[src/rtl/dtwp_pkg.sv]
// Shared types and constants for the DDS tuning word programmer.
// No dependencies; used by every module of the block.
package dtwp_pkg;

  // Field widths
  localparam int FREQ_W     = 30;
  localparam int REF_W      = 28;
  localparam int OFFSET_W   = 27;
  localparam int TWA_W      = 5;
  localparam int WORD_W     = 32;
  localparam int HDR_W      = 8;
  localparam int SUM_W      = 31;           // freq + offset never exceeds 31 bits
  localparam int DIVISOR_W  = REF_W + 2;    // reference times four
  localparam int DIV_STEPS  = SUM_W + WORD_W; // dividend is sum followed by 32 zeros
  localparam int STEP_W     = $clog2(DIV_STEPS);

  // APB register map
  localparam int PADDR_W    = 3;
  localparam int PDATA_W    = 32;
  localparam logic REG_OFFSET_HZ = 1'b0;    // paddr[2] decode
  localparam logic REG_TWA       = 1'b1;

  // Reset values
  localparam logic [OFFSET_W-1:0] OFFSET_RESET = OFFSET_W'(9000000);
  localparam logic [TWA_W-1:0]    TWA_RESET    = TWA_W'(4);

  localparam int WORD_BYTES_DEFAULT = 4;

  typedef enum logic [1:0] {
    ST_IDLE,
    ST_DIVIDE,
    ST_SEND
  } dtwp_state_t;

  typedef struct packed {
    logic active;    // frame being shifted out
    logic finished;  // final bit transaction just completed
  } dtwp_ser_status_t;

endpackage

[src/rtl/dtwp_divider.sv]
// Iterative restoring divider: {sum, 32'b0} / divisor, one quotient bit per cycle.
// Depends on dtwp_pkg. Keeps only the low 32 quotient bits.
module dtwp_divider (
  input  logic                            clk,
  input  logic                            rst,
  input  logic                            start,
  input  logic [dtwp_pkg::SUM_W-1:0]      dividend,
  input  logic [dtwp_pkg::DIVISOR_W-1:0]  divisor,
  output logic                            done,
  output logic [dtwp_pkg::WORD_W-1:0]     quotient
);

  logic                             running;
  logic [dtwp_pkg::STEP_W-1:0]      step;
  logic [dtwp_pkg::SUM_W-1:0]       num;
  logic [dtwp_pkg::DIVISOR_W-1:0]   rem;
  logic [dtwp_pkg::DIVISOR_W-1:0]   dvs;
  logic [dtwp_pkg::DIVISOR_W:0]     trial;
  logic [dtwp_pkg::DIVISOR_W:0]     diff;
  logic                             ge;
  logic [dtwp_pkg::DIVISOR_W-1:0]   rem_next;

  // shared compare/subtract unit
  always_comb begin
    trial    = {rem, num[dtwp_pkg::SUM_W-1]};
    ge       = (trial >= {1'b0, dvs});
    diff     = trial - {1'b0, dvs};
    rem_next = ge ? diff[dtwp_pkg::DIVISOR_W-1:0] : trial[dtwp_pkg::DIVISOR_W-1:0];
  end

  always_ff @(posedge clk) begin
    if (rst) begin
      running <= 1'b0;
      done    <= 1'b0;
      step    <= '0;
    end else begin
      done <= 1'b0;
      if (start) begin
        running <= 1'b1;
        step    <= '0;
      end else if (running) begin
        step <= step + 1'b1;
        if (step == dtwp_pkg::STEP_W'(dtwp_pkg::DIV_STEPS - 1)) begin
          running <= 1'b0;
          done    <= 1'b1;
        end
      end
    end
  end

  // datapath, no reset needed
  always_ff @(posedge clk) begin
    if (start) begin
      num      <= dividend;
      dvs      <= divisor;
      rem      <= '0;
      quotient <= '0;
    end else if (running) begin
      num      <= {num[dtwp_pkg::SUM_W-2:0], 1'b0};
      rem      <= rem_next;
      quotient <= {quotient[dtwp_pkg::WORD_W-2:0], ge};
    end
  end

endmodule

[src/rtl/dtwp_serializer.sv]
// Serial frame shifter: address header then low WORD_BYTES bytes of the word, msb first.
// Depends on dtwp_pkg. Presents one bit per transaction on a valid/stall channel.
module dtwp_serializer #(
  parameter int WORD_BYTES = dtwp_pkg::WORD_BYTES_DEFAULT
) (
  input  logic                             clk,
  input  logic                             rst,
  input  logic                             load,
  input  logic [dtwp_pkg::TWA_W-1:0]       addr,
  input  logic [8*WORD_BYTES-1:0]          word,
  input  logic                             out_stall,
  output logic                             out_valid,
  output logic                             serial_bit,
  output logic                             last_bit,
  output dtwp_pkg::dtwp_ser_status_t       status
);

  localparam int FRAME_W = dtwp_pkg::HDR_W + 8*WORD_BYTES;
  localparam int CNT_W   = $clog2(FRAME_W + 1);

  logic [FRAME_W-1:0] shreg;
  logic [CNT_W-1:0]   remaining;
  logic               active;
  logic               finished;
  logic               xfer;

  assign xfer       = active && !out_stall;
  assign out_valid  = active;
  assign serial_bit = shreg[FRAME_W-1];
  assign last_bit   = (remaining == CNT_W'(1));
  assign status     = '{active: active, finished: finished};

  always_ff @(posedge clk) begin
    if (rst) begin
      active    <= 1'b0;
      finished  <= 1'b0;
      remaining <= '0;
    end else begin
      finished <= 1'b0;
      if (load) begin
        active    <= 1'b1;
        remaining <= CNT_W'(FRAME_W);
      end else if (xfer) begin
        remaining <= remaining - 1'b1;
        if (last_bit) begin
          active   <= 1'b0;
          finished <= 1'b1;
        end
      end
    end
  end

  always_ff @(posedge clk) begin
    if (load) begin
      shreg <= {(dtwp_pkg::HDR_W)'(addr), word};
    end else if (xfer) begin
      shreg <= {shreg[FRAME_W-2:0], 1'b0};
    end
  end

endmodule

[src/rtl/dds_tuning_word_programmer_unit.sv]
// DDS tuning word programmer, top level. Depends on dtwp_pkg, dtwp_divider, dtwp_serializer.
// Sequence: a changed request is divided in the divider (one quotient bit per cycle), then the
// frame is loaded and sent as 8 + 8*WORD_BYTES bit transactions (40 by default), subject to output
// stall. No new request is taken until the frame has gone; an unchanged request is accepted
// without a frame. in_stall high from divide start to after last bit.
// Reset (synchronous, rst high): idle, last pair cleared to zero, registers to defaults.
module dds_tuning_word_programmer_unit #(
  parameter int WORD_BYTES = dtwp_pkg::WORD_BYTES_DEFAULT
) (
  input  logic                          clk,
  input  logic                          rst,
  // request channel
  input  logic                          in_valid,
  output logic                          in_stall,
  input  logic [dtwp_pkg::FREQ_W-1:0]   request_freq,
  input  logic [dtwp_pkg::REF_W-1:0]    reference_clock,
  // serial bit channel
  output logic                          out_valid,
  input  logic                          out_stall,
  output logic                          serial_bit,
  output logic                          last_bit,
  // APB configuration port
  input  logic                          psel,
  input  logic                          penable,
  input  logic                          pwrite,
  input  logic [dtwp_pkg::PADDR_W-1:0]  paddr,
  input  logic [dtwp_pkg::PDATA_W-1:0]  pwdata,
  output logic [dtwp_pkg::PDATA_W-1:0]  prdata,
  output logic                          pready
);

  // Configuration registers
  logic [dtwp_pkg::OFFSET_W-1:0] offset_hz;
  logic [dtwp_pkg::TWA_W-1:0]    tuning_word_address;
  logic                          cfg_write;

  assign pready    = 1'b1;
  assign cfg_write = psel && penable && pwrite && pready;

  always_ff @(posedge clk) begin
    if (rst) begin
      offset_hz           <= dtwp_pkg::OFFSET_RESET;
      tuning_word_address <= dtwp_pkg::TWA_RESET;
    end else if (cfg_write) begin
      case (paddr[2])
        dtwp_pkg::REG_OFFSET_HZ: offset_hz           <= pwdata[dtwp_pkg::OFFSET_W-1:0];
        dtwp_pkg::REG_TWA:       tuning_word_address <= pwdata[dtwp_pkg::TWA_W-1:0];
        default: ;
      endcase
    end
  end

  always_comb begin
    case (paddr[2])
      dtwp_pkg::REG_OFFSET_HZ: prdata = dtwp_pkg::PDATA_W'(offset_hz);
      dtwp_pkg::REG_TWA:       prdata = dtwp_pkg::PDATA_W'(tuning_word_address);
      default:                 prdata = '0;
    endcase
  end

  // Last pair acted on; (0, 0) after reset counts as already sent
  logic [dtwp_pkg::FREQ_W-1:0] last_freq;
  logic [dtwp_pkg::REF_W-1:0]  last_ref;
  logic                        in_accept;
  logic                        changed;

  assign in_accept = in_valid && !in_stall;
  assign changed   = (request_freq != last_freq) || (reference_clock != last_ref);

  always_ff @(posedge clk) begin
    if (rst) begin
      last_freq <= '0;
      last_ref  <= '0;
    end else if (in_accept && changed) begin
      last_freq <= request_freq;
      last_ref  <= reference_clock;
    end
  end

  // Divider operands: sum is at most 31 bits, divisor is ref * 4.
  // A zero divisor drives every quotient bit to one, giving all-ones.
  logic [dtwp_pkg::SUM_W-1:0]     sum;
  logic [dtwp_pkg::DIVISOR_W-1:0] divisor;
  logic                           div_start;
  logic                           div_done;
  logic [dtwp_pkg::WORD_W-1:0]    quotient;

  assign sum     = dtwp_pkg::SUM_W'(request_freq) + dtwp_pkg::SUM_W'(offset_hz);
  assign divisor = {reference_clock, 2'b00};

  dtwp_divider u_div (
    .clk      (clk),
    .rst      (rst),
    .start    (div_start),
    .dividend (sum),
    .divisor  (divisor),
    .done     (div_done),
    .quotient (quotient)
  );

  // Serial frame
  logic                         ser_load;
  dtwp_pkg::dtwp_ser_status_t   ser_status;

  dtwp_serializer #(
    .WORD_BYTES (WORD_BYTES)
  ) u_ser (
    .clk        (clk),
    .rst        (rst),
    .load       (ser_load),
    .addr       (tuning_word_address),
    .word       (quotient[8*WORD_BYTES-1:0]),
    .out_stall  (out_stall),
    .out_valid  (out_valid),
    .serial_bit (serial_bit),
    .last_bit   (last_bit),
    .status     (ser_status)
  );

  // Sequencer
  dtwp_pkg::dtwp_state_t state, state_next;

  always_ff @(posedge clk) begin
    if (rst) begin
      state <= dtwp_pkg::ST_IDLE;
    end else begin
      state <= state_next;
    end
  end

  always_comb begin
    state_next = state;
    in_stall   = 1'b1;
    div_start  = 1'b0;
    ser_load   = 1'b0;
    case (state)
      dtwp_pkg::ST_IDLE: begin
        in_stall = 1'b0;
        if (in_accept && changed) begin
          div_start  = 1'b1;
          state_next = dtwp_pkg::ST_DIVIDE;
        end
      end
      dtwp_pkg::ST_DIVIDE: begin
        if (div_done) begin
          ser_load   = 1'b1;
          state_next = dtwp_pkg::ST_SEND;
        end
      end
      dtwp_pkg::ST_SEND: begin
        // finished pulses the cycle after the final bit transaction
        if (ser_status.finished) begin
          state_next = dtwp_pkg::ST_IDLE;
        end
      end
      default: state_next = dtwp_pkg::ST_IDLE;
    endcase
  end

endmodule

[config.mk]
export PLATFORM = sky130hd
export DESIGN_NAME = dds_tuning_word_programmer_unit
export DESIGN_NICKNAME = d
export VERILOG_FILES = /design/src/rtl/dtwp_pkg.sv /design/src/rtl/dtwp_divider.sv /design/src/rtl/dtwp_serializer.sv /design/src/rtl/dds_tuning_word_programmer_unit.sv
export SDC_FILE = /design/constraint.sdc
export NUM_CORES = 1
export LEC_CHECK = 0
export BUFFER_PORTS_ARGS = -buffer_cell sky130_fd_sc_hd__buf_2
export CAP_MARGIN = 20
export CORE_AREA = 2 2 157 159
export CTS_BUF_LIST = sky130_fd_sc_hd__clkbuf_2 sky130_fd_sc_hd__clkbuf_4 sky130_fd_sc_hd__clkbuf_8
export DETAILED_ROUTE_END_ITERATION = 8
export DIE_AREA = 0 0 159 161
export PLACE_DENSITY_LB_ADDON = 0.1
export SKIP_CTS_REPAIR_TIMING = 1
export SLEW_MARGIN = 20
export SYNTH_ARGS = -nofsm -noshare
export SYNTH_HDL_FRONTEND = slang
export SYNTH_SLANG_ARGS = --single-unit
[constraint.sdc]
create_clock -name clk -period 4.6 [get_ports clk]
set_input_delay 0.92 -clock clk [delete_from_list [all_inputs] [get_ports clk]]
set_output_delay 0.92 -clock clk [all_outputs]
set_load 0.03 [all_outputs]
* After elaboration in Yosys (flattened, before gate mapping)
Index checks and enable logic that the tools add are counted.
** Word-level totals
- Register bits :: 269
- Output and inout port bits :: 37
- Bits of input ports :: 100
** Cells by class
- Add/subtract/negate cells :: 4
- Order comparisons :: 1
- Mux-type cells :: 25
- Reduce and logical (&&, ||, !) cells :: 19
- Bitwise gates (word level) :: 3
- Equal/unequal tests :: 9
** Operator list (count)
- two-way mux 37 bit :: 2
- one-hot mux 32 bit (2 select lines) :: 1
- two-way mux 31 bit :: 2
- adder 30 x 27 -> 31 bit :: 1
- >= comparator 31 x 30 -> 1 bit :: 1
- two-way mux 30 bit :: 1
- inequality test 30 bit :: 1
- subtractor 30 bit :: 1
- inequality test 28 bit :: 1
- two-way mux 1 bit :: 13
- two-way mux 6 bit :: 2
- adder 6 x 1 -> 6 bit, second input constant :: 1
- equality test 6 x 1 -> 1 bit, second input constant :: 1
- equality test 6 bit, second input constant :: 1
- two-way mux 2 bit :: 3
- inequality test 2 x 1 -> 1 bit, second input constant :: 3
- one-hot mux 2 bit (3 select lines) :: 1
- AND reduction 2 bit :: 3
- nonzero test 2 bit :: 3
- OR reduction 3 bit :: 2
- subtractor 6 x 1 -> 6 bit, second input constant :: 1
- logical AND 1 bit :: 5
- OR reduction 2 bit :: 2
- inverter 1 bit :: 3
- 6 further kinds :: 6

* Longest topological paths before layout
Gate-level depths: netlist of the first run.
- Word-level depth :: 6
- Gate-level depth with buffers :: 12
- Mapped depth without buffers :: 11

* By module
Synthesis of the first run repeated with hierarchy kept, for this count alone.
** Second synthesis, totals
- Cells, all modules :: 1480
- Area total of the unflattened synthesis :: 14600.3 um2
** Modules (own cells, without submodules)
- dtwp_divider :: seq. area each 3233.1 um2, cells each 691, area each 6980.4 um2, times used 1
- dds_tuning_word_programmer_unit :: seq. area each 1841.8 um2, cells each 656, area each 5571.6 um2, times used 1
- dtwp_serializer :: seq. area each 1331.3 um2, cells each 133, area each 2048.2 um2, times used 1

* Worst setup path after synthesis of the first run
OpenSTA, ideal clock, no wires.
- Path type :: input to register
- Start :: in request_freq[27] (netlist name)
- End :: reg u_div.num[0] (netlist name), enable pin
- Cell stages on the path :: 10
- Path slack :: 1.025 ns
- Data arrival time :: 3.104 ns
- Cell sequence :: clkbuf_1 > xnor2_1 > nand4_1 > nor4_1 > nand4_1 > nand3_1 > buf_2 > buf_2 > buf_1 > nand2_1
** On the way
- Cells in the longest elaborated chain, start to end :: 6
** Ends and longest elaborated chain
- start: declaration :: line dds_tuning_word_programmer_unit.sv:15 : input logic [dtwp_pkg::FREQ_W-1:0] request_freq,
- inequality test 30 bit :: line dds_tuning_word_programmer_unit.sv:68 : assign changed = (request_freq != last_freq) || (reference_clock != last_ref);
- logical OR 1 bit :: line dds_tuning_word_programmer_unit.sv:68
- logical AND 1 bit :: line dds_tuning_word_programmer_unit.sv:139 : if (in_accept && changed) begin
- two-way mux 1 bit :: line dds_tuning_word_programmer_unit.sv:139
- two-way mux 1 bit :: line dds_tuning_word_programmer_unit.sv:136 : case (state)
- nonzero test 2 bit (no line)
- end signal: assignment :: line dtwp_divider.sv:54 : num <= dividend;
- end signal: assignment :: line dtwp_divider.sv:59 : num <= {num[dtwp_pkg::SUM_W-2:0], 1'b0};
- end: declaration :: line dtwp_divider.sv:15 : logic [dtwp_pkg::SUM_W-1:0] num;
No other way between the ends.
A chain may end at the register's enable or synchronous reset.

* Worst setup path in the final report of the first run
- Start :: in request_freq[0] (netlist name)
- End :: reg u_div.num[26] (netlist name) (data pin)
** On the way
- Cells in the longest elaborated chain, start to end :: 6
** Ends and longest elaborated chain
- branches (longest 5 deep; another with adder 30 x 27 -> 31 bit)
- two-way mux 31 bit * :: line dtwp_divider.sv:53 : if (start) begin
Every way passes the cells marked *.

==> metrics, run 1 <==
status finished clean; compound-gate portion of the synthesized area 0.1472; Hold Path Cell Cnt 2; EDFF count, synth 96; routed wire length per instance 16.33 µm; Synth Area in XOR/XNOR 0.06984; hold path start u_ser.shreg[38]; worst reg2reg endpoint u_div.num[26]; post-synth cell types 75; switching power total 1.667 mW; Slowest-stage cell, CP a211oi_1; vias 11410; share of the synthesized area in the top cell type 0.2466; maxcap violations 0; CP Capture Type flop; first-pass GRT wire length 53990 µm; hold_ws 457.9 ps; Seq/Total Area, Yosys 0.4518; Setup WS pre-CTS 585.0 ps; Root Buffer clkbuf_8; FF-to-FF setup slack 1230 ps; worst setup margin 1084 ps; Port Buffers 123; Post-synth ARST share 0; vias in the first global route 11010; WHS Endpoint u_ser.shreg[39]; PwrDens 380.8 nW/µm²; Setup Crit Path Kind primary input to flop; fin crit share 0.7644; Final #Nets 1853; fin crit period 3516 ps; largest family of logic cells by synthesized area simple AND/OR/NAND/NOR gates; crit path max fanout 4; reg2reg start offset_hz[0]; leading area contributor after synthesis dfxtp_1; Die W 159 µm; commonest cells in the netlist nand2_1, dfxtp_1, a21oi_1, edfxtp_1, xnor2_1; CP Data Required Time 4910 ps; fin area 15860 µm²; VDD IR max 259.6 µV; full die area 25600 µm²; proportion of synthesized area in mux cells 0.04187; top post-synthesis cells by area dfxtp_1, edfxtp_1, nand2_1, a21oi_1, ha_1; Data arrival, critical path 3830 ps; cell depth of the worst flop-to-flop path 11; GR Util All Layers 0.2566; GP Congestion 0.9215; internal power 4.372 mW; Mean Syn Cell Area 8.817 µm²; setup TNS 0 ps; Synth Cell Area 14050 µm²; Placed Instance Area 14850 µm²; Max clock buf depth 3; slew margin rel. 0.4125; Skew-Pair Late Insertion Delay 570 ps; final hold vios 0; clock power share 0.389; antenna violations before repair 3; Die Y 161 µm; number of synthesis warnings 0; Clock transition at path regs 70 ps; CP delay by family, top compound AO/OA/AOI/OAI gates; largest net degree at the start of global routing 80; clk sinks 269; drt pass-1 iters 7; Core ar. 23960 µm²; Bufs and invs on worst path 2; final antenna-violating net count 0; Mapped Cells 1593; f_max 284.4 MHz; FP Rows 57; fraction of the mapped netlist area in simple logic gates 0.1933; Starting Density 0.5862; Hold Path Class flop to flop; total I/O pin count 137; fillers 2100; switching portion of total power 0.2760; layout cell share with drive strength beyond 1 0.1367; CTS tree built; worst path cell trace buf_2, ha_1, inv_1, fa_1, nor2b_1, o31ai_1, a21boi_0, o21ai_0, a211oi_1, o22ai_1, mux2i_1, nand3_1; detailed placement HPWL 23370 µm; H-tree depth 2; Worst setup SP type primary input; register bit total from synthesis 269; fin. max-slew vios 0; 1st-iter DRT viols 743; synthesis-to-finish area growth 12.89%; RSZ-0062 raised after global routing no; GRT overflow 0; sequential share of power 0.447; Synth Area in Adders 0.05541; Leak Pwr 6.497 nW; TritonCTS buffer count 45; count leader, synth nand2_1; total wire length 33540 µm; Primary FF master, synth dfxtp_1; vias per cell 5.555; clock skew 24.22 ps; CP max stage delay 580 ps; Slew @ Worst Pin 880.3 ps; DR DRC count 0; Logic pwr share 0.164; endpoints failing setup 0
per-stage QoR:
step | utilization | cells | power [mW]
detailed placement | 0.6198 | 1969 | 3.724
floorplan | - | 1597 | 3.459
global route | 0.6617 | 2054 | 6.306
finish | 0.6617 | 2054 | 6.039
global placement | 0.6198 | 1969 | 3.703
CTS | 0.6614 | 2051 | 6.073
flip-flops by register name (all words and copies together) (netlist names), 27 cells and up:
register,cells
last_freq,30
u_div.rem,30
last_ref,28
offset_hz,27
u_div.dvs,28
u_div.quotient,32
u_div.num,31
u_ser.shreg,40
worst register-to-register path: stages (launching register included):
cell and delay (ps):
dfxtp_1 380, ha_1 230, inv_1 70, fa_1 410
nor2b_1 180, o31ai_1 150, a21boi_0 300, o21ai_0 310
a211oi_1 580, o22ai_1 230, mux2i_1 210, nand3_1 80
how the worst max path moves through the flow:
stage	start	end	slack (ps)	depth (start not counted)
final	request_freq[0]	u_div.num[26]	1080	12
after global routing	request_freq[0]	u_div.num[26]	890	12
after CTS	request_freq[0]	u_div.num[26]	1180	12
after detailed placement	request_freq[0]	u_div.num[26]	590	12
after global placement	request_freq[0]	u_div.num[26]	750	12
after floorplan	request_freq[27]	u_div.num[0]	1030	10
kinds of logic after synthesis:
| kind of cell | Yosys count |
|---|---|
| fa+ha+maj | 61 |
| flops | 269 |
| simple gates | 606 |
| buf+inv | 137 |
| mux | 58 |
| other cells | 2 |
| compound gates | 348 |
| xor+xnor | 112 |
cell usage in the layout, fill, tap and decap left out, types with 11 or more instances in the layout:
cell type	count
inv_1	47
xor2_1	30
ha_1	59
a31oi_1	11
dfxtp_1	172
nand4_1	26
a21oi_1	161
and3_1	14
nor3_1	13
nand2_1	358
nand3_1	21
mux2i_1	52
a21o_1	18
edfxtp_1	96
nor4_1	11
buf_4	13
clkbuf_8	48
o21ai_0	80
nor2b_1	34
buf_2	122
xnor2_1	82
clkbuf_4	14
nor2_1	74
power by group through the flow:
stage / Combinational (mW) / Sequential (mW) / Clock [mW]
after floorplan: 0.742 / 2.72 / 0
after global placement: 0.961 / 2.74 / 0
after detailed placement: 0.976 / 2.75 / 0
after CTS: 0.984 / 2.70 / 2.39
after global routing: 1.09 / 2.72 / 2.50
final: 0.991 / 2.70 / 2.35
layout make-up:
cell class	instances	area [µm²]	area share
clock inverter	20	231.5	0.01460
tap	324	405.4	0.02557
inverter	48	182.7	0.01152
timing repair buffer	137	748.2	0.04719
sequential	269	6350	0.4005
antenna	3	7.507	0.0004734
multi-input combinational	1191	7166	0.4519
clock buffer	62	765.7	0.04829
routing by layer:
layer	GRT usage	wire length, µm	vias to the layer above
li1	-	-	5741
met1	0.3429	15470	5304
met4	0.1054	1083	0
met3	0.03775	1646	68
met5	0	0	-
met2	0.4219	15340	297
No activity file was read; power rests on OpenSTA's default activity.
==> run 2: changes to the inputs <==
--- a/config.mk
+++ b/config.mk
@@ -7,10 +7,10 @@
 export LEC_CHECK = 0
 export BUFFER_PORTS_ARGS = -buffer_cell sky130_fd_sc_hd__buf_2
 export CAP_MARGIN = 20
-export CORE_AREA = 2 2 157 159
+export CORE_AREA = 2 2 162 164
 export CTS_BUF_LIST = sky130_fd_sc_hd__clkbuf_2 sky130_fd_sc_hd__clkbuf_4 sky130_fd_sc_hd__clkbuf_8
 export DETAILED_ROUTE_END_ITERATION = 8
-export DIE_AREA = 0 0 159 161
+export DIE_AREA = 0 0 164 166
 export PLACE_DENSITY_LB_ADDON = 0.1
 export SKIP_CTS_REPAIR_TIMING = 1
 export SLEW_MARGIN = 20
==> constraint.sdc (replaced) <==
create_clock -name clk -period 3 [get_ports clk]
set_input_delay 0.6 -clock clk [delete_from_list [all_inputs] [get_ports clk]]
set_output_delay 0.6 -clock clk [all_outputs]
set_load 0.03 [all_outputs]
==> metrics, run 2 (synthesized netlist as in run 1, its figures left out) <==
Core ar. 25620 µm² (was 23960 µm²); FP Rows 59 (was 57); fillers 2174 (was 2100); clock power share 0.366 (was 0.389); largest register by flop count u_ser.shreg (unchanged); 1st-iter DRT viols 854 (was 743); final antenna-violating net count 0 (unchanged); Slew @ Worst Pin 864.9 ps (was 880.3 ps); setup TNS 0 ps (unchanged); vias per cell 5.462 (was 5.555); fin crit share 0.9635; GRT overflow 0 (unchanged); Placed Instance Area 15300 µm² (was 14850 µm²); detailed placement HPWL 23880 µm (was 23370 µm); drt pass-1 iters 5 (was 7); Bufs and invs on worst path 2 (unchanged); Top Registers u_ser.shreg x40, u_div.quotient x32, u_div.num x31 (unchanged); endpoints failing setup 0 (unchanged); synthesis-to-finish area growth 16.54% (was 12.89%); Skew-Pair Late Insertion Delay 560 ps (was 570 ps); most frequent cells in the layout nand2_1, dfxtp_1, a21oi_1 (unchanged); slew margin rel. 0.4234 (was 0.4125); clk sinks 269 (unchanged); crit path max fanout 12 (was 4); first-pass GRT wire length 54880 µm (was 53990 µm); ANT cells 0 (was 3); CTS tree built (unchanged); Starting Density 0.5483 (was 0.5862); crit path from u_div.dvs[9] (was request_freq[0]); switching power total 2.551 mW (was 1.667 mW); full die area 27220 µm² (was 25600 µm²); DR DRC count 0 (unchanged); Max clock buf depth 3 (unchanged); VDD IR max 410.7 µV (was 259.6 µV); final hold vios 0 (unchanged); fin. max-slew vios 0 (unchanged); Setup WS pre-CTS -138.0 ps (was 585.0 ps); Leak Pwr 6.757 nW (was 6.497 nW); f_max 346.0 MHz; Die Y 166 µm (was 161 µm); Clock transition at path regs 60 ps (was 70 ps); H-tree depth 2 (unchanged); Setup Crit Path Kind flop to flop (was primary input to flop); FF-to-FF setup slack 110 ps (was 1230 ps); total I/O pin count 137 (unchanged); Largest register FFs 40 (unchanged); vias in the first global route 10940 (was 11010); CP Data Required Time 3420 ps (was 4910 ps); Port Buffers 123 (unchanged); hold path start pwdata[16] (was u_ser.shreg[38]); reg2reg start u_div.dvs[9] (was offset_hz[0]); vias 11570 (was 11410); Die W 164 µm (was 159 µm); Slowest-stage cell, CP a2111o_1 (was a211oi_1); Hold Path Class primary input to flop (was flop to flop); most common cell after layout, fill and taps aside nand2_1 (unchanged); worst setup margin 109.4 ps (was 1084 ps); fin area 16370 µm² (was 15860 µm²); total wire length 33660 µm (was 33540 µm); maxcap violations 0 (unchanged); status finished clean (unchanged); Final #Nets 1909 (was 1853); internal power 6.591 mW (was 4.372 mW); Logic pwr share 0.182 (was 0.164); CP Capture Type flop (unchanged); GR Util All Layers 0.2481 (was 0.2566); antenna violations before repair 0 (was 3); clock skew 17.22 ps (was 24.22 ps); Data arrival, critical path 3310 ps (was 3830 ps); Root Buffer clkbuf_8 (unchanged); routed wire length per instance 15.89 µm (was 16.33 µm); fin crit period 2891 ps; largest net degree at the start of global routing 89 (was 80); GP Congestion 0.8799 (was 0.9215); worst path cell trace inv_1, ha_4, and3_4, nor3b_4, o21ai_2, a2111o_1, a211oi_4, or2_4, buf_12, mux2i_1, a21oi_1 (was buf_2, ha_1, inv_1, fa_1, nor2b_1, o31ai_1, a21boi_0, o21ai_0, a211oi_1, o22ai_1, mux2i_1, nand3_1); TritonCTS buffer count 46 (was 45); PwrDens 558.5 nW/µm² (was 380.8 nW/µm²); CP max stage delay 490 ps (was 580 ps); switching portion of total power 0.2790 (was 0.2760); layout cell share with drive strength beyond 1 0.1727 (was 0.1367); sequential share of power 0.453 (was 0.447); CP delay by family, top compound AO/OA/AOI/OAI gates (unchanged); Worst setup SP type flop (was primary input)
-- run 2: cell types whose count changed in the layout (fill, tap and decap cells not counted), sizes merged --
cell,delta
bufinv,-4
buf,+55
clkinv,-3
diode,-3
clkbuf,+6
clkinvlp,+2
-- run 2: path summary, 6_finish.rpt --
kind | endpoint | cells after the start
worst min-delay path | offset_hz[16] | 3
worst min register to register | u_ser.shreg[39] | 2
worst max register to register | u_div.rem[20] | 11
worst max-delay path | u_div.rem[20] | 11
-- run 2: metrics by stage --
step                power [mW]  instances  utilization  hold slack (ps)
detailed placement       5.810       2033       0.5974            443.5
global placement         5.780       2033       0.5974            437.0
finish                   9.142       2118       0.6390            255.2
floorplan                5.304       1597            -            432.1
global route             9.602       2118       0.6390            232.4
CTS                      9.165       2116       0.6342            215.8
-- run 2: worst reg2reg max path: cells and delay by family (launching register included) --
family / cells / cell delay (ps)
AOI/OAI and AO/OA: 4 / 1080
and+or+nand+nor: 3 / 610
DFF: 1 / 330
adders and majority gates: 1 / 280
buffers and inverters: 2 / 230
muxes: 1 / 230
-- run 2: power by group through the flow --
stage               sequential, mW  clock [mW]  combinational, mW
finish                        4.14        3.34               1.66
detailed placement            4.21           0               1.60
floorplan                     4.16           0               1.14
global route                  4.16        3.60               1.84
CTS                           4.13        3.42               1.61
global placement              4.20           0               1.58
-- run 2: cell type report --
class,count,area [µm²],share of cell area
inverters,48,182.7,0.01116
flip-flops and latches,269,6350,0.3879
clock buffers,68,835.8,0.05106
well taps,335,419.2,0.02561
multi-input cells,1191,7274,0.4444
repair buffers,192,1202,0.07345
clock inverters,15,105.1,0.006421
-- run 2: routing by layer --
metal	GRT usage	vias to the layer above	wire length, µm
met2	0.4012	276	15670
met1	0.3482	5391	15900
met5	0	-	0
met4	0.06293	0	630
met3	0.03896	53	1464
li1	-	5848	-
==> run 3: changes to the inputs <==
--- a/config.mk
+++ b/config.mk
@@ -12,6 +12,7 @@
 export DETAILED_ROUTE_END_ITERATION = 8
 export DIE_AREA = 0 0 164 166
 export PLACE_DENSITY_LB_ADDON = 0.1
+export REMOVE_ABC_BUFFERS = 1
 export SKIP_CTS_REPAIR_TIMING = 1
 export SLEW_MARGIN = 20
 export SYNTH_ARGS = -nofsm -noshare
==> metrics, run 3 (synthesized netlist as in run 1, its figures left out) <==
status finished clean (unchanged); Core ar. 25620 µm² (unchanged); endpoints failing setup 0 (unchanged); DR DRC count 0 (unchanged); FF-to-FF setup slack 120 ps (was 110 ps); met1 usage 0.3297 (was 0.3482); total I/O pin count 137 (unchanged); fin area 16620 µm² (was 16370 µm²); fillers 2141 (was 2174); Slew @ Worst Pin 669.7 ps (was 864.9 ps); fin crit period 2876 ps (was 2891 ps); Port Buffers 123 (unchanged); RSZ-0062 raised after global routing yes; Die W 164 µm (unchanged); layout cell share with drive strength beyond 1 0.1804 (was 0.1727); Starting Density 0.5483 (unchanged); worst reg2reg endpoint u_div.rem[26] (was u_div.rem[20]); clk sinks 269 (unchanged); GR Util All Layers 0.2450 (was 0.2481); FP Rows 59 (unchanged); crit path from u_div.rem[1] (was u_div.dvs[9]); drt pass-1 iters 5 (unchanged); Placed Instance Area 15430 µm² (was 15300 µm²); synthesis-to-finish area growth 18.32% (was 16.54%); vias in the first global route 11100 (was 10940); Max clock buf depth 3 (unchanged); Reg area 6350 µm² (unchanged); vias 11690 (was 11570); VDD IR max 370.1 µV (was 410.7 µV); largest register by flop count u_ser.shreg (unchanged); PwrDens 564.5 nW/µm² (was 558.5 nW/µm²); CP Capture Type flop (unchanged); Setup Crit Path Kind flop to flop (unchanged); Die Y 166 µm (unchanged); Data arrival, critical path 3340 ps (was 3310 ps); hold_ws 247.8 ps (was 255.2 ps); Clock transition at path regs 60 ps (about the same); antenna violations before repair 3 (was 0); Skew-Pair Late Insertion Delay 570 ps (was 560 ps); full die area 27220 µm² (unchanged); M3 GR Usage 0.03921 (was 0.03896); slew margin rel. 0.5536 (was 0.4234); Hold Path Class primary input to flop (unchanged); f_max 347.7 MHz (was 346.0 MHz); Leak Pwr 6.881 nW (was 6.757 nW); cell depth of the worst flop-to-flop path 11 (unchanged); CTS tree built (unchanged); maxcap violations 0 (unchanged); largest net degree at the start of global routing 62 (was 89); GP Congestion 0.9053 (was 0.8799); Top Registers u_ser.shreg x40, u_div.quotient x32, u_div.num x31 (unchanged); final hold vios 0 (unchanged); final instance count without filler cells 2134 (was 2118); H-tree depth 2 (unchanged); Setup crit end u_div.rem[26] (was u_div.rem[20]); vias per cell 5.480 (was 5.462); TritonCTS buffer count 46 (unchanged); crit path max fanout 3 (was 12); Final #Nets 1920 (was 1909); Root Buffer clkbuf_8 (unchanged); total wire length 33420 µm (was 33660 µm); GRT overflow 0 (unchanged); clock skew 21.76 ps (was 17.22 ps); area occupied by multi-input gates 7282 µm² (was 7274 µm²); final antenna-violating net count 0 (unchanged); 1st-iter DRT viols 683 (was 854); reg2reg start u_div.rem[1] (was u_div.dvs[9]); fin crit share 0.9588 (was 0.9635); most frequent cells in the layout nand2_1, dfxtp_1, a21oi_1 (unchanged); global route hottest layer met2 (unchanged); Setup WS pre-CTS -352.1 ps (was -138.0 ps); first-pass GRT wire length 54770 µm (was 54880 µm); Worst setup SP type flop (unchanged); fin. max-slew vios 0 (unchanged); CP Data Required Time 3470 ps (was 3420 ps); most common cell after layout, fill and taps aside nand2_1 (unchanged); detailed placement HPWL 23700 µm (was 23880 µm); Largest register FFs 40 (unchanged); worst setup margin 123.6 ps (was 109.4 ps); met2 Usage GRT 0.3995 (was 0.4012); routed wire length per instance 15.66 µm (was 15.89 µm); placed cells 2041 (was 2033)
## run 3: cell count changes in the layout (fill, tap and decap cells not counted), moves of 2 or more
cell      delta
nor4_1       -2
buf_12       +5
clkbuf_8     +8
nand2_1      +2
nand2_2      -2
diode_2      +3
buf_4        +6
clkinv_2     -3
nor4_2       +2
## run 3: how the worst min path moves through the flow
stage | from | to | slack, ps | cells past startpoint
2_1_floorplan | u_ser.shreg[37] | u_ser.shreg[38] | 430 | 2
3_3_place_gp | u_ser.shreg[37] | u_ser.shreg[38] | 440 | 2
3_5_place_dp | u_ser.shreg[37] | u_ser.shreg[38] | 450 | 2
4_1_cts | pwdata[19] | offset_hz[19] | 220 | 3
5_1_grt | pwdata[19] | offset_hz[19] | 240 | 3
6_report | pwdata[19] | offset_hz[19] | 250 | 3
## run 3: per-stage QoR
stage                     utilization  total power [mW]  TNS, ps
final                          0.6488             9.382        0
after global routing           0.6487             9.814   -116.9
after CTS                      0.6419             9.396   -16.39
after detailed placement       0.6022             5.824    -1555
after global placement         0.6022             5.797   -841.4
after floorplan                     -             5.261  -550520
## run 3: worst max-delay path: stages (launching register included)
cell	delay (ps)
dfxtp_1	350
inv_1	50
ha_1	230
fa_1	400
nor2b_1	200
o2111a_1	260
nor4_2	90
o21ba_2	230
o221ai_1	370
a41oi_1	220
xor2_1	190
o31ai_1	200
## run 3: final cells by class
cell class                 instances  share of cell area
antenna                            3           0.0004517
clock buffer                      75             0.05646
clock inverter                    10            0.004743
inverter                          48             0.01099
multi-input combinational       1191              0.4382
sequential                       269              0.3821
tap                              335             0.02522
timing repair buffer             203             0.08191
## run 3: routing by layer
| metal | share of wire | vias to the layer above |
|---|---|---|
| met1 | 0.46 | 5470 |
| li1 | - | 5891 |
| met2 | 0.47 | 264 |
| met5 | 0 | - |
| met3 | 0.044 | 69 |
| met4 | 0.030 | 0 |
## run 3: where the power goes
| part | internal (mW) | total, mW | leakage [nW] | switching, mW |
|---|---|---|---|---|
| combinational | 0.730 | 1.67 | 4.02 | 0.943 |
| clock | 2.07 | 3.56 | 0.539 | 1.50 |
| sequential | 4.01 | 4.15 | 2.32 | 0.136 |
